$ cat src/rtl/mprg_pkg.sv
// package for the motor period ramp generator
// holds widths, register indexes, configuration and result types, band selection
// no dependencies
package mprg_pkg;

	localparam int PERIOD_BITS = 8;
	localparam int DWELL_BITS = 8;
	localparam int CFG_BITS = 8;
	localparam int APB_DATA_BITS = 32;
	localparam int APB_ADDR_BITS = 5;
	localparam int REG_IDX_BITS = 3;

	localparam logic [CFG_BITS-1:0] START_PERIOD_RST = CFG_BITS'(245);
	localparam logic [CFG_BITS-1:0] HIGH_THRESH_RST = CFG_BITS'(150);
	localparam logic [CFG_BITS-1:0] LOW_THRESH_RST = CFG_BITS'(50);
	localparam logic [CFG_BITS-1:0] DWELL_SHORT_RST = CFG_BITS'(5);
	localparam logic [CFG_BITS-1:0] DWELL_MIDDLE_RST = CFG_BITS'(10);
	localparam logic [CFG_BITS-1:0] DWELL_LONG_RST = CFG_BITS'(20);

	typedef enum logic [REG_IDX_BITS-1:0] {
		REG_START_PERIOD = 3'd0,
		REG_HIGH_THRESH  = 3'd1,
		REG_LOW_THRESH   = 3'd2,
		REG_DWELL_SHORT  = 3'd3,
		REG_DWELL_MIDDLE = 3'd4,
		REG_DWELL_LONG   = 3'd5
	} reg_idx_t;

	typedef enum logic {
		OP_TICK   = 1'b0,
		OP_TARGET = 1'b1
	} op_t;

	typedef struct packed {
		logic [CFG_BITS-1:0] start_period;
		logic [CFG_BITS-1:0] high_thresh;
		logic [CFG_BITS-1:0] low_thresh;
		logic [CFG_BITS-1:0] dwell_short;
		logic [CFG_BITS-1:0] dwell_middle;
		logic [CFG_BITS-1:0] dwell_long;
	} cfg_t;

	typedef struct packed {
		logic [PERIOD_BITS-1:0] period;
		logic                   driver_enable;
		logic                   ramping;
	} res_t;

	function automatic logic [DWELL_BITS-1:0] band_dwell(
		input logic [PERIOD_BITS-1:0] p,
		input cfg_t                   cfg
	);
		logic [DWELL_BITS-1:0] d;
		if (p > PERIOD_BITS'(cfg.high_thresh)) begin
			d = DWELL_BITS'(cfg.dwell_short);
		end else if (p > PERIOD_BITS'(cfg.low_thresh)) begin
			d = DWELL_BITS'(cfg.dwell_middle);
		end else begin
			d = DWELL_BITS'(cfg.dwell_long);
		end
		return d;
	endfunction

endpackage

$ cat src/rtl/mprg_if.sv
// valid/ready channel interfaces for items and results
// depends on mprg_pkg
interface mprg_in_if;
	logic                            valid;
	logic                            ready;
	logic                            op;
	logic [mprg_pkg::PERIOD_BITS-1:0] target_period;

	modport source (output valid, output op, output target_period, input ready);
	modport sink (input valid, input op, input target_period, output ready);
endinterface

interface mprg_out_if;
	logic                            valid;
	logic                            ready;
	logic [mprg_pkg::PERIOD_BITS-1:0] period;
	logic                            driver_enable;
	logic                            ramping;

	modport source (output valid, output period, output driver_enable, output ramping,
		input ready);
	modport sink (input valid, input period, input driver_enable, input ramping,
		output ready);
endinterface

$ cat src/rtl/mprg_apb.sv
// apb configuration register file for the ramp generator
// depends on mprg_pkg
module mprg_apb (
	input  logic                               clk,
	input  logic                               arst_n,
	input  logic                               psel,
	input  logic                               penable,
	input  logic                               pwrite,
	input  logic [mprg_pkg::APB_ADDR_BITS-1:0] paddr,
	input  logic [mprg_pkg::APB_DATA_BITS-1:0] pwdata,
	output logic [mprg_pkg::APB_DATA_BITS-1:0] prdata,
	output logic                               pready,
	output mprg_pkg::cfg_t                     cfg
);
	mprg_pkg::cfg_t                  cfg_q;
	logic [mprg_pkg::CFG_BITS-1:0]   wdata;
	logic [mprg_pkg::CFG_BITS-1:0]   rdata;
	logic [mprg_pkg::REG_IDX_BITS-1:0] idx;
	logic                            wr_en;

	assign pready = 1'b1;
	assign idx = paddr[mprg_pkg::REG_IDX_BITS+1:2];
	assign wdata = pwdata[mprg_pkg::CFG_BITS-1:0];
	assign wr_en = psel && penable && pwrite && pready;
	assign cfg = cfg_q;

	always_ff @(posedge clk or negedge arst_n) begin
		if (!arst_n) begin
			cfg_q.start_period <= mprg_pkg::START_PERIOD_RST;
			cfg_q.high_thresh <= mprg_pkg::HIGH_THRESH_RST;
			cfg_q.low_thresh <= mprg_pkg::LOW_THRESH_RST;
			cfg_q.dwell_short <= mprg_pkg::DWELL_SHORT_RST;
			cfg_q.dwell_middle <= mprg_pkg::DWELL_MIDDLE_RST;
			cfg_q.dwell_long <= mprg_pkg::DWELL_LONG_RST;
		end else if (wr_en) begin
			case (idx)
				mprg_pkg::REG_START_PERIOD: cfg_q.start_period <= wdata;
				mprg_pkg::REG_HIGH_THRESH: cfg_q.high_thresh <= wdata;
				mprg_pkg::REG_LOW_THRESH: cfg_q.low_thresh <= wdata;
				mprg_pkg::REG_DWELL_SHORT: cfg_q.dwell_short <= wdata;
				mprg_pkg::REG_DWELL_MIDDLE: cfg_q.dwell_middle <= wdata;
				mprg_pkg::REG_DWELL_LONG: cfg_q.dwell_long <= wdata;
				default: ;
			endcase
		end
	end

	always_comb begin
		case (idx)
			mprg_pkg::REG_START_PERIOD: rdata = cfg_q.start_period;
			mprg_pkg::REG_HIGH_THRESH: rdata = cfg_q.high_thresh;
			mprg_pkg::REG_LOW_THRESH: rdata = cfg_q.low_thresh;
			mprg_pkg::REG_DWELL_SHORT: rdata = cfg_q.dwell_short;
			mprg_pkg::REG_DWELL_MIDDLE: rdata = cfg_q.dwell_middle;
			mprg_pkg::REG_DWELL_LONG: rdata = cfg_q.dwell_long;
			default: rdata = '0;
		endcase
	end

	assign prdata = mprg_pkg::APB_DATA_BITS'(rdata);

endmodule

$ cat src/rtl/mprg_core.sv
// ramp state: current period, goal, dwell counter, enable and moving flags
// one item per cycle while accept is high, result computed from next state; depends on mprg_pkg
module mprg_core (
	input  logic                             clk,
	input  logic                             arst_n,
	input  logic                             accept,
	input  logic                             op,
	input  logic [mprg_pkg::PERIOD_BITS-1:0] target_period,
	input  mprg_pkg::cfg_t                   cfg,
	output mprg_pkg::res_t                   res
);
	logic [mprg_pkg::PERIOD_BITS-1:0] cur_q, cur_d, goal_q, goal_d, stepped;
	logic [mprg_pkg::DWELL_BITS-1:0]  dwell_q, dwell_d;
	logic                             enabled_q, enabled_d, moving_q, moving_d;

	always_comb begin
		if (cur_q < goal_q) begin
			stepped = cur_q + mprg_pkg::PERIOD_BITS'(1);
		end else if (cur_q > goal_q) begin
			stepped = cur_q - mprg_pkg::PERIOD_BITS'(1);
		end else begin
			stepped = cur_q;
		end
	end

	always_comb begin
		cur_d = cur_q;
		goal_d = goal_q;
		dwell_d = dwell_q;
		enabled_d = enabled_q;
		moving_d = moving_q;
		if (op == mprg_pkg::OP_TARGET) begin
			goal_d = target_period;
			if (!enabled_q) begin
				cur_d = mprg_pkg::PERIOD_BITS'(cfg.start_period);
				enabled_d = 1'b1;
			end
			moving_d = (cur_d != target_period);
			dwell_d = mprg_pkg::band_dwell(cur_d, cfg);
		end else if (moving_q) begin
			if (dwell_q > mprg_pkg::DWELL_BITS'(1)) begin
				dwell_d = dwell_q - mprg_pkg::DWELL_BITS'(1);
			end else begin
				cur_d = stepped;
				moving_d = (stepped != goal_q);
				dwell_d = mprg_pkg::band_dwell(stepped, cfg);
			end
		end
	end

	always_ff @(posedge clk or negedge arst_n) begin
		if (!arst_n) begin
			cur_q <= '0;
			goal_q <= '0;
			dwell_q <= '0;
			enabled_q <= 1'b0;
			moving_q <= 1'b0;
		end else if (accept) begin
			cur_q <= cur_d;
			goal_q <= goal_d;
			dwell_q <= dwell_d;
			enabled_q <= enabled_d;
			moving_q <= moving_d;
		end
	end

	assign res.period = cur_d;
	assign res.driver_enable = enabled_d;
	assign res.ramping = moving_d;

	a_move_needs_enable: assert property (@(posedge clk) disable iff (!arst_n)
		moving_q |-> enabled_q)
		else $error("ramp running with driver disabled");

	a_idle_at_goal: assert property (@(posedge clk) disable iff (!arst_n)
		!moving_q |-> cur_q == goal_q)
		else $error("ramp stopped away from goal");

	a_idle_tick_holds: assert property (@(posedge clk) disable iff (!arst_n)
		(accept && op == mprg_pkg::OP_TICK && !moving_q) |=>
		($stable(cur_q) && $stable(dwell_q)))
		else $error("tick changed state while not ramping");

	a_enable_sticks: assert property (@(posedge clk) disable iff (!arst_n)
		enabled_q |=> enabled_q)
		else $error("driver enable dropped without reset");

endmodule

$ cat src/rtl/mprg_obuf.sv
// two-entry result buffer: output register plus skid register
// depends on mprg_pkg
module mprg_obuf (
	input  logic           clk,
	input  logic           arst_n,
	input  logic           push,
	input  mprg_pkg::res_t push_data,
	output logic           can_push,
	output logic           out_valid,
	input  logic           out_ready,
	output mprg_pkg::res_t out_data
);
	mprg_pkg::res_t main_q, skid_q;
	logic           main_valid_q, skid_valid_q, pop;

	assign can_push = !skid_valid_q;
	assign pop = main_valid_q && out_ready;
	assign out_valid = main_valid_q;
	assign out_data = main_q;

	always_ff @(posedge clk or negedge arst_n) begin
		if (!arst_n) begin
			main_valid_q <= 1'b0;
			skid_valid_q <= 1'b0;
		end else begin
			if (push) begin
				if (!main_valid_q || pop) begin
					main_valid_q <= 1'b1;
				end else begin
					skid_valid_q <= 1'b1;
				end
			end else if (pop) begin
				if (skid_valid_q) begin
					skid_valid_q <= 1'b0;
				end else begin
					main_valid_q <= 1'b0;
				end
			end
		end
	end

	always_ff @(posedge clk) begin
		if (push) begin
			if (!main_valid_q || pop) begin
				main_q <= push_data;
			end else begin
				skid_q <= push_data;
			end
		end else if (pop && skid_valid_q) begin
			main_q <= skid_q;
		end
	end

	a_skid_behind_main: assert property (@(posedge clk) disable iff (!arst_n)
		skid_valid_q |-> main_valid_q)
		else $error("skid entry held without output entry");

endmodule

$ cat src/rtl/motor_period_ramp_generator.sv
// motor period ramp generator, top level
// depends on mprg_pkg, mprg_if, mprg_apb, mprg_core, mprg_obuf
//
// req carries items: op (0 tick, 1 new target) and target_period. Every
// accepted item gives exactly one result on rsp: period, driver_enable and
// ramping. A command sets the goal, loads start_period if the driver is off,
// and restarts the dwell; a tick while ramping counts the dwell down and moves
// the period one count toward the goal when it runs out.
// Each result comes from the next state and is registered in the output or
// skid register as its item is accepted. Throughput is one item per cycle
// while req.ready is high, set by the single register stage on the state update.
// Results go to an output register backed by a skid register, so a new item
// is still taken while one result waits; req.ready drops only when both are
// full, and nothing is lost while rsp is stalled.
// The apb port holds six 8-bit registers at byte addresses 0 to 20; pready is
// always high and writes land at the access cycle. Configuration is to be
// written while the block is idle; the block itself does not enforce it.
// Reset clears period, goal, dwell, enable and ramping, empties the result
// buffer and loads the register defaults.
module motor_period_ramp_generator (
	input  logic                               clk,
	input  logic                               arst_n,
	mprg_in_if.sink                            req,
	mprg_out_if.source                         rsp,
	input  logic                               psel,
	input  logic                               penable,
	input  logic                               pwrite,
	input  logic [mprg_pkg::APB_ADDR_BITS-1:0] paddr,
	input  logic [mprg_pkg::APB_DATA_BITS-1:0] pwdata,
	output logic [mprg_pkg::APB_DATA_BITS-1:0] prdata,
	output logic                               pready
);
	mprg_pkg::cfg_t cfg;
	mprg_pkg::res_t core_res, out_res;
	logic           can_push, accept;

	assign req.ready = can_push;
	assign accept = req.valid && can_push;

	mprg_apb u_apb (
		.clk     (clk),
		.arst_n  (arst_n),
		.psel    (psel),
		.penable (penable),
		.pwrite  (pwrite),
		.paddr   (paddr),
		.pwdata  (pwdata),
		.prdata  (prdata),
		.pready  (pready),
		.cfg     (cfg)
	);

	mprg_core u_core (
		.clk           (clk),
		.arst_n        (arst_n),
		.accept        (accept),
		.op            (req.op),
		.target_period (req.target_period),
		.cfg           (cfg),
		.res           (core_res)
	);

	mprg_obuf u_obuf (
		.clk       (clk),
		.arst_n    (arst_n),
		.push      (accept),
		.push_data (core_res),
		.can_push  (can_push),
		.out_valid (rsp.valid),
		.out_ready (rsp.ready),
		.out_data  (out_res)
	);

	assign rsp.period = out_res.period;
	assign rsp.driver_enable = out_res.driver_enable;
	assign rsp.ramping = out_res.ramping;

endmodule

$ cat src/flat_wrapper.sv
// flat-port wrapper written by rule: the top's interface ports become plain ports
module motor_period_ramp_generator_flat 
  (clk, arst_n, psel, penable, pwrite, paddr, pwdata, prdata, pready, req_valid, req_op, req_target_period, req_ready, rsp_valid, rsp_period, rsp_driver_enable, rsp_ramping, rsp_ready);
  mprg_in_if req_i ();
  mprg_out_if rsp_i ();
  input  logic clk;
  input  logic arst_n;
  input  logic psel;
  input  logic penable;
  input  logic pwrite;
  input  logic [mprg_pkg::APB_ADDR_BITS-1:0] paddr;
  input  logic [mprg_pkg::APB_DATA_BITS-1:0] pwdata;
  output logic [mprg_pkg::APB_DATA_BITS-1:0] prdata;
  output logic pready;
  input wire logic [$bits(req_i.valid)-1:0] req_valid;
  input wire logic [$bits(req_i.op)-1:0] req_op;
  input wire logic [$bits(req_i.target_period)-1:0] req_target_period;
  output wire logic [$bits(req_i.ready)-1:0] req_ready;
  output wire logic [$bits(rsp_i.valid)-1:0] rsp_valid;
  output wire logic [$bits(rsp_i.period)-1:0] rsp_period;
  output wire logic [$bits(rsp_i.driver_enable)-1:0] rsp_driver_enable;
  output wire logic [$bits(rsp_i.ramping)-1:0] rsp_ramping;
  input wire logic [$bits(rsp_i.ready)-1:0] rsp_ready;
  assign req_i.valid = req_valid;
  assign req_i.op = req_op;
  assign req_i.target_period = req_target_period;
  assign req_ready = req_i.ready;
  assign rsp_valid = rsp_i.valid;
  assign rsp_period = rsp_i.period;
  assign rsp_driver_enable = rsp_i.driver_enable;
  assign rsp_ramping = rsp_i.ramping;
  assign rsp_i.ready = rsp_ready;
  motor_period_ramp_generator u_core (.clk(clk), .arst_n(arst_n), .req(req_i), .rsp(rsp_i), .psel(psel), .penable(penable), .pwrite(pwrite), .paddr(paddr), .pwdata(pwdata), .prdata(prdata), .pready(pready));
endmodule
$ cat config.mk
export PLATFORM = sky130hd
export DESIGN_NAME = motor_period_ramp_generator_flat
export DESIGN_NICKNAME = d
export VERILOG_FILES = /design/src/rtl/mprg_pkg.sv /design/src/rtl/mprg_if.sv /design/src/rtl/mprg_apb.sv /design/src/rtl/mprg_core.sv /design/src/rtl/mprg_obuf.sv /design/src/rtl/motor_period_ramp_generator.sv /design/src/flat_wrapper.sv
export SDC_FILE = /design/constraint.sdc
export NUM_CORES = 1
export LEC_CHECK = 0
export CAP_MARGIN = 20
export CORE_MARGIN = 1
export CORE_UTILIZATION = 59
export CTS_CLUSTER_SIZE = 12
export DETAILED_ROUTE_END_ITERATION = 10
export DONT_BUFFER_PORTS = 1
export MAX_ROUTING_LAYER = met4
export PLACE_DENSITY = 0.87
export SLEW_MARGIN = 15
export SYNTH_ARGS = -nofsm -noshare
export SYNTH_HDL_FRONTEND = slang
export SYNTH_SLANG_ARGS = --single-unit
$ cat constraint.sdc
create_clock -name clk -period 3.8 [get_ports clk]
set_input_delay 0 -clock clk [delete_from_list [all_inputs] [get_ports clk]]
set_output_delay 0 -clock clk [all_outputs]
set_load 0.02 [all_outputs]
### Word level (Yosys, flattened, before mapping)

Cells that the tools add are included.

| storage, ports and cells | value |
|---|---|
| flip-flop bits (word level) | 96 |
| bits in latches | 0 |
| RAM bits | 0 |
| ROM bits | 0 |
| input port bits | 53 |
| output and inout bits | 45 |
| word-level logic and storage cells | 93 |
| memories kept | 0 |

| cells by class | value |
|---|---|
| $add $sub $neg | 3 |
| multiply operators | 0 |
| divide/modulo/power cells | 0 |
| magnitude comparators | 7 |
| equal/unequal tests | 10 |
| shift operators | 0 |
| muxes and demuxes | 29 |
| bitwise operators | 1 |
| reduce and logical (&&, ||, !) cells | 24 |

Operators by type and width:

| cell | number |
|---|---|
| two-way mux 8 bit | 14 |
| case mux 8 bit (6 select lines) | 1 |
| greater-than comparator 8 bit | 5 |
| two-way mux 10 bit | 3 |
| AND reduction 2 bit | 11 |
| != test 8 bit | 2 |
| subtractor 8 x 1 -> 8 bit, second input constant | 2 |
| two-way mux 1 bit | 11 |
| adder 8 x 1 -> 8 bit, second input constant | 1 |
| greater-than comparator 8 x 1 -> 1 bit, second input constant | 1 |
| less-than comparator 8 bit | 1 |
| equality test 3 x 2 -> 1 bit, second input constant | 2 |
| equality test 3 bit, second input constant | 2 |
| nonzero test 2 bit | 3 |
| logical AND 1 bit | 5 |
| != test 2 bit, second input constant | 2 |
| equality test 3 x 1 -> 1 bit, second input constant | 1 |
| zero test 3 bit | 1 |
| AND reduction 3 bit | 1 |
| zero test 1 bit | 2 |
| != test 2 x 1 -> 1 bit, second input constant | 1 |
| logical OR 1 bit | 1 |
| NOT 1 bit | 1 |

### Logic depth before layout (Yosys ltp)

| logic depth | value |
|---|---|
| depth in word-level cells | 9 |
| mapped depth | 19 |
| gate-level depth less buffers | 16 |

### Hierarchy

Synthesis repeated with hierarchy kept, for this count alone.

| second synthesis, totals | value |
|---|---|
| cells, all modules | 645 |
| area, all modules | 6860.3 um^2 |

By module, submodules not included:

| module | times used | cells each | area each (um^2) | seq. area each (um^2) |
|---|---|---|---|---|
| mprg_core | 1 | 413 | 3494.6 | 650.6 |
| mprg_apb | 1 | 187 | 2507.4 | 1224.9 |
| mprg_obuf | 1 | 44 | 852.1 | 650.6 |
| motor_period_ramp_generator | 1 | 1 | 6.3 | 0.0 |

### Worst setup path before layout

OpenSTA, ideal clock, no wires.

| timing path | value |
|---|---|
| path kind | reg-to-reg |
| from | register u_core.u_core.cur_q[0] in the netlist's numbering |
| to | register u_core.u_core.dwell_q[0] in the netlist's numbering |
| setup time | 0.124 ns |
| data arrival time | 3.515 ns |
| slack | 0.161 ns |
| cell stages (with the launch flop) | 18 |
| path buffers | 2 |
| period minus slack after synthesis | 3.639 ns |
| cell sequence | dfrtp_1 > buf_2 > inv_1 > ha_1 > nand4_1 > or2_1 > buf_2 > nor4b_2 > o21ai_0 > a21o_1 > and2_1 > ha_1 > nand4_1 > o21bai_1 > a21oi_2 > mux2i_1 > a211oi_1 > o31a_1 |

| on the way | value |
|---|---|
| cells in the longest elaborated chain, start to end | 9 |
| elaborated cells on any way between the ends | 19 |
| those cells by class | 2 x add/sub; 6 x order compare; 11 x mux |

RTL lines:

| element | line | source |
|---|---|---|
| from (decl) | mprg_core.sv:12 | `logic [mprg_pkg::PERIOD_BITS-1:0] cur_q, cur_d, goal_q, goal_d, stepped;` |
| from (signal assigned) | mprg_core.sv:59 | `cur_q <= cur_d;` |
| subtractor 8 x 1 -> 8 bit or greater-than comparator 8 bit (tied branches) | mprg_core.sv:20, mprg_core.sv:19 |  |
| two-way mux 8 bit | mprg_core.sv:19 | `end else if (cur_q > goal_q) begin` |
| two-way mux 8 bit | mprg_core.sv:17 | `if (cur_q < goal_q) begin` |
| greater-than comparator 8 bit | mprg_pkg.sv:56 | `end else if (p > PERIOD_BITS'(cfg.low_thresh)) begin` |
| two-way mux 8 bit | mprg_pkg.sv:56 |  |
| two-way mux 8 bit | mprg_pkg.sv:54 | `if (p > PERIOD_BITS'(cfg.high_thresh)) begin` |
| two-way mux 8 bit | mprg_core.sv:41 | `if (dwell_q > mprg_pkg::DWELL_BITS'(1)) begin` |
| two-way mux 8 bit | mprg_core.sv:40 | `end else if (moving_q) begin` |
| two-way mux 8 bit (*) | mprg_core.sv:32 | `if (op == mprg_pkg::OP_TARGET) begin` |
| to (signal assigned) | mprg_core.sv:61 | `dwell_q <= dwell_d;` |
| to (decl) | mprg_core.sv:13 | `logic [mprg_pkg::DWELL_BITS-1:0] dwell_q, dwell_d;` |

Every way passes the cells marked *; elsewhere a longest branch is shown, timed or not. The select of a mux whose other input is x is not followed.
A chain may end at the register's enable or synchronous reset.

### Final worst setup path

| timing path | value |
|---|---|
| from | register u_core.u_core.cur_q[5] in the netlist's numbering |
| to | register u_core.u_core.dwell_q[7] in the netlist's numbering |

The elaborated chain is that of the path after synthesis.

==> qor.tcl <==
set qor(run_status) {complete, no violations}
set qor(synthTopCellsByArea) {sky130_fd_sc_hd__dfrtp_1 20%, sky130_fd_sc_hd__mux2_2 9.0%, sky130_fd_sc_hd__edfxtp_1 8.6%, sky130_fd_sc_hd__ha_1 7.9%, sky130_fd_sc_hd__dfstp_2 7.1%}
set qor(gp_congestion) 0.997
set qor(initial_utilization_pct) 61.0
set qor(initial_antenna_violation_count) 1
set qor(cts_max_path_buffers) 2
set qor(holdWs_ns) 0.0291
set qor(insertion_delay_ns) 0.35
set qor(synth_area_per_cell_um2) 9.49
set qor(number_of_enable_flip_flop_cells_after_synthesis) 20
set qor(ant_nets) 0
set qor(worstHoldEndpoint) {u_core.u_core.dwell_q[7]$_DFFE_PN0P_}
set qor(grt_pass1_vias) 5973
set qor(wl_met2_um) 9540
set qor(final_critical_path_setup_slack_ns) 0.0836
set qor(peakVddDrop_mv) 0.468
set qor(synth.cell_area_mm2) 0.00699
set qor(min_delay_path_depth) 3
set qor(grt_setup_unrepaired) {true}
set qor(timing.setup.tns_ns) 0
set qor(critical_path.n_buffers_inverters) 1
set qor(cts-root-buf) {sky130_fd_sc_hd__clkbuf_16}
set qor(post_route_cells_drive_above_1_share_pct) 22.7
set qor(tritoncts) {yes}
set qor(async_reset_ff_share_pct) 79.2
set qor(hold_path.class) {input pin to flip-flop}
set qor(stage_delay_of_the_slowest_cell_on_the_critical_path_ns) 0.40
set qor(slew_headroom_pct) 34.7
set qor(post_drt_via_cell_ratio) 6.38
set qor(netlist_instances) 737
set qor(final_core_utilization_pct) 69.9
set qor(synth.top_cell.area_share_pct) 20.4
set qor(clkTransAtPathRegs_ns) 0.07
set qor(drt_first_pass_iters) 5
set qor(critical_path.startpoint_type) {flip-flop}
set qor(grt_max_degree) 77
set qor(report.final.hold_viol_count) 0
set qor(placement_rows) 39
set qor(top_layer) {met4}
set qor(grt_use_total_pct) 33.7
set qor(finalPower_mw) 6.56
set qor(core_region_area_mm2) 0.0115
set qor(ff2ff_setup_slack_ns) 0.08
set qor(global_route_overflow) 0
set qor(timing_worst_setup_path_type) {flip-flop to flip-flop}
set qor(cts_sink_count) 96
set qor(cp-end-kind) {flip-flop}
set qor(crit_path_max_fanout) 6
set qor(hold_start) {req_op}
set qor(synth.yosys.seq_area_share_pct) 36.1
set qor(critical-path-top-delay-family) {compound AO/OA/AOI/OAI gates}
set qor(dieArea_mm2) 0.0123
set qor(h_tree_levels) 3
set qor(grt_first_pass_wirelength_um) 31000
set qor(leakagePower_nw) 3.54
set qor(critical-path-slowest-cell) {sky130_fd_sc_hd__dfrtp_1}
set qor(detailed_route_wire_length_um) 19800
set qor(drc_markers) 0
set qor(buffer_ports.inserted) 0
set qor(critPathMostFrequentCell) {sky130_fd_sc_hd__a21o_1}
set qor(r2r_end) {u_core.u_core.dwell_q[7]$_DFFE_PN0P_}
set qor(dp.final_hpwl_um) 14100
set qor(worstPathCellList) {ha_1 > nand4_1 > o21ba_4 > buf_4 > o21ai_0 > and2_1 > xnor2_2 > ha_1 > a21o_1 > a21o_1 > o21ai_1 > a21o_1 > nand3_1 > o22ai_2 > o22a_1}
set qor(post-synth-top-area-cell) {sky130_fd_sc_hd__dfrtp_1}
set qor(io_pins) 98
set qor(power_density_mw_per_mm2) 819
set qor(finalClockSkew_ns) 0.00678
set qor(synthMostInstantiatedCell) {sky130_fd_sc_hd__nand2_1}
set qor(worst-endpoint-required_ns) 4.09
set qor(m1WireLength_um) 7880
set qor(die_h_um) 111
set qor(routed-via-count) 5993
set qor(r2r_start) {u_core.u_core.cur_q[5]$_DFFE_PN0P_}
set qor(layout_worst_path_cycle_share_pct) 97.8
set qor(met3_layer_wire_length_in_the_routed_design_um) 1550
set qor(cp_data_arrival_time_ns) 4.01
set qor(finalWorstPathRequiredPeriod_ns) 3.72
set qor(synth_common_cells) {67 x sky130_fd_sc_hd__nand2_1, 57 x sky130_fd_sc_hd__dfrtp_1, 56 x sky130_fd_sc_hd__mux2_2}
set qor(crit_cells) 15
set qor(number_of_maximum_capacitance_violations) 0
set qor(timing_worst_slew_pin_value_ns) 0.977
set qor(worst-r2r-cell-count) 15
set qor(place_ws_ns) -0.0558
set qor(layout-area-overhead-vs-synth_pct) 14.6
set qor(synth-warning-count) 0
set qor(cts-buffers-inserted) 9
set qor(setup_violations) 0
set qor(final_nets) 888
set qor(dominantRegCellSynth) {sky130_fd_sc_hd__dfrtp_1}
set qor(dr.first_iter.drc_count) 549
set qor(synthDistinctLibCells) 70
set qor(wl_per_cell_um) 21.1
set qor(chipWidth_um) 111
set qor(max_clock_freq_mhz) 269
set qor(maxSlewViolCount) 0
set qor(yosys_register_bits) 96
-- cell families (layout without fill, tap and decap cells) --
logic type | after synthesis | in the layout | synth area share (%)
buffers and inverters | 96 | 132 | 6.66
adder cells (fa/ha/maj) | 44 | 44 | 7.88
AND/OR/NAND/NOR | 194 | 194 | 13.8
other | 2 | 26 | 0.107
flip-flops | 96 | 96 | 36.1
XOR/XNOR | 30 | 30 | 3.96
multiplexers | 88 | 88 | 13.8
AO/OA/AOI/OAI | 187 | 187 | 17.7
-- report_power, final --
group,total (mW),switching (mW),internal (mW)
combinational,3.95,2.18,1.76
sequential,1.77,0.341,1.43
clock,0.849,0.403,0.447
-- layout by cell type (no fill, tap or decap), drive strengths merged, types with 10 or more instances in the layout --
cell | netlist | layout
dlygate4sd3 | 0 | 22
conb | 2 | 25
edfxtp | 20 | 20
nor2 | 37 | 37
dfrtp | 57 | 57
nor3 | 16 | 16
a21o | 15 | 15
o21a | 16 | 16
inv | 40 | 43
dfstp | 19 | 19
nand3 | 14 | 14
o22ai | 11 | 11
nand2 | 67 | 67
nand4 | 12 | 12
ha | 44 | 44
buf | 35 | 54
clkbuf | 21 | 10
o21ai | 47 | 47
a21oi | 37 | 37
xnor2 | 20 | 20
mux2 | 56 | 56
mux2i | 31 | 31
-- flip-flops by register name, summed over array words and instances, names as in the netlist --
signal / cells
u_core.u_apb.cfg: 48
u_core.u_obuf.out_data: 10
u_core.u_obuf.skid_q: 10
u_core.u_core.cur_q: 8
u_core.u_core.dwell_q: 8
u_core.u_core.goal_q: 8
u_core.u_core.enabled_q: 1
u_core.u_core.moving_q: 1
u_core.u_obuf.out_valid: 1
u_core.u_obuf.skid_valid_q: 1
-- layout make-up --
cell class	instances	area, um^2
fill	809	3450
clock buffer	10	229
timing repair buffer	76	656
clock inverter	6	41.3
multi-input combinational	568	4230
tap	143	179
sequential	96	2530
inverter	40	150
antenna	1	2.50
-- how the worst max path moves through the flow --
stage	from	end
after floorplan	u_core.u_core.cur_q[0]$_DFFE_PN0P_	u_core.u_core.dwell_q[0]$_DFFE_PN0P_
after global placement	u_core.u_core.goal_q[2]$_DFFE_PN0P_	u_core.u_core.dwell_q[7]$_DFFE_PN0P_
after detailed placement	u_core.u_core.cur_q[7]$_DFFE_PN0P_	u_core.u_core.dwell_q[0]$_DFFE_PN0P_
after CTS	u_core.u_core.cur_q[7]$_DFFE_PN0P_	u_core.u_core.dwell_q[7]$_DFFE_PN0P_
after global routing	u_core.u_core.goal_q[7]$_DFFE_PN0P_	u_core.u_core.dwell_q[4]$_DFFE_PN0P_
final	u_core.u_core.cur_q[5]$_DFFE_PN0P_	u_core.u_core.dwell_q[7]$_DFFE_PN0P_
-- metrics by stage --
| stage | instances | cell area, um^2 |
|---|---|---|
| 2_1_floorplan | 760 | 7080 |
| 3_3_place_gp | 897 | 7330 |
| 3_5_place_dp | 898 | 7330 |
| 4_1_cts | 937 | 7880 |
| 5_1_grt | 940 | 8010 |
| 6_report | 940 | 8010 |
-- layer usage --
| layer | up-vias | track usage [%] |
|---|---|---|
| li1 | 2741 | - |
| met1 | 2873 | 41.2 |
| met2 | 313 | 53.8 |
| met3 | 66 | 6.12 |
| met4 | 0 | 16.8 |
| met5 | - | - |
-- worst register-to-register path, cell delays in order (launching register included) --
cell and delay, ns:
sky130_fd_sc_hd__dfrtp_1 0.40, sky130_fd_sc_hd__ha_1 0.32, sky130_fd_sc_hd__nand4_1 0.25, sky130_fd_sc_hd__o21ba_4 0.37, sky130_fd_sc_hd__buf_4 0.14, sky130_fd_sc_hd__o21ai_0 0.09
sky130_fd_sc_hd__and2_1 0.20, sky130_fd_sc_hd__xnor2_2 0.21, sky130_fd_sc_hd__ha_1 0.28, sky130_fd_sc_hd__a21o_1 0.16, sky130_fd_sc_hd__a21o_1 0.19, sky130_fd_sc_hd__o21ai_1 0.22
sky130_fd_sc_hd__a21o_1 0.25, sky130_fd_sc_hd__nand3_1 0.16, sky130_fd_sc_hd__o22ai_2 0.23, sky130_fd_sc_hd__o22a_1 0.17
-- timing repair --
action,CTS,global route
hold buffers,23,0
endpoints found under the setup margin,6,8
gates resized for setup,5,26
gates cloned,0,0
pin swaps,1,7
setup buffers,0,2
hold endpoints to repair,155,0
Power figures use the tool's default switching activity.
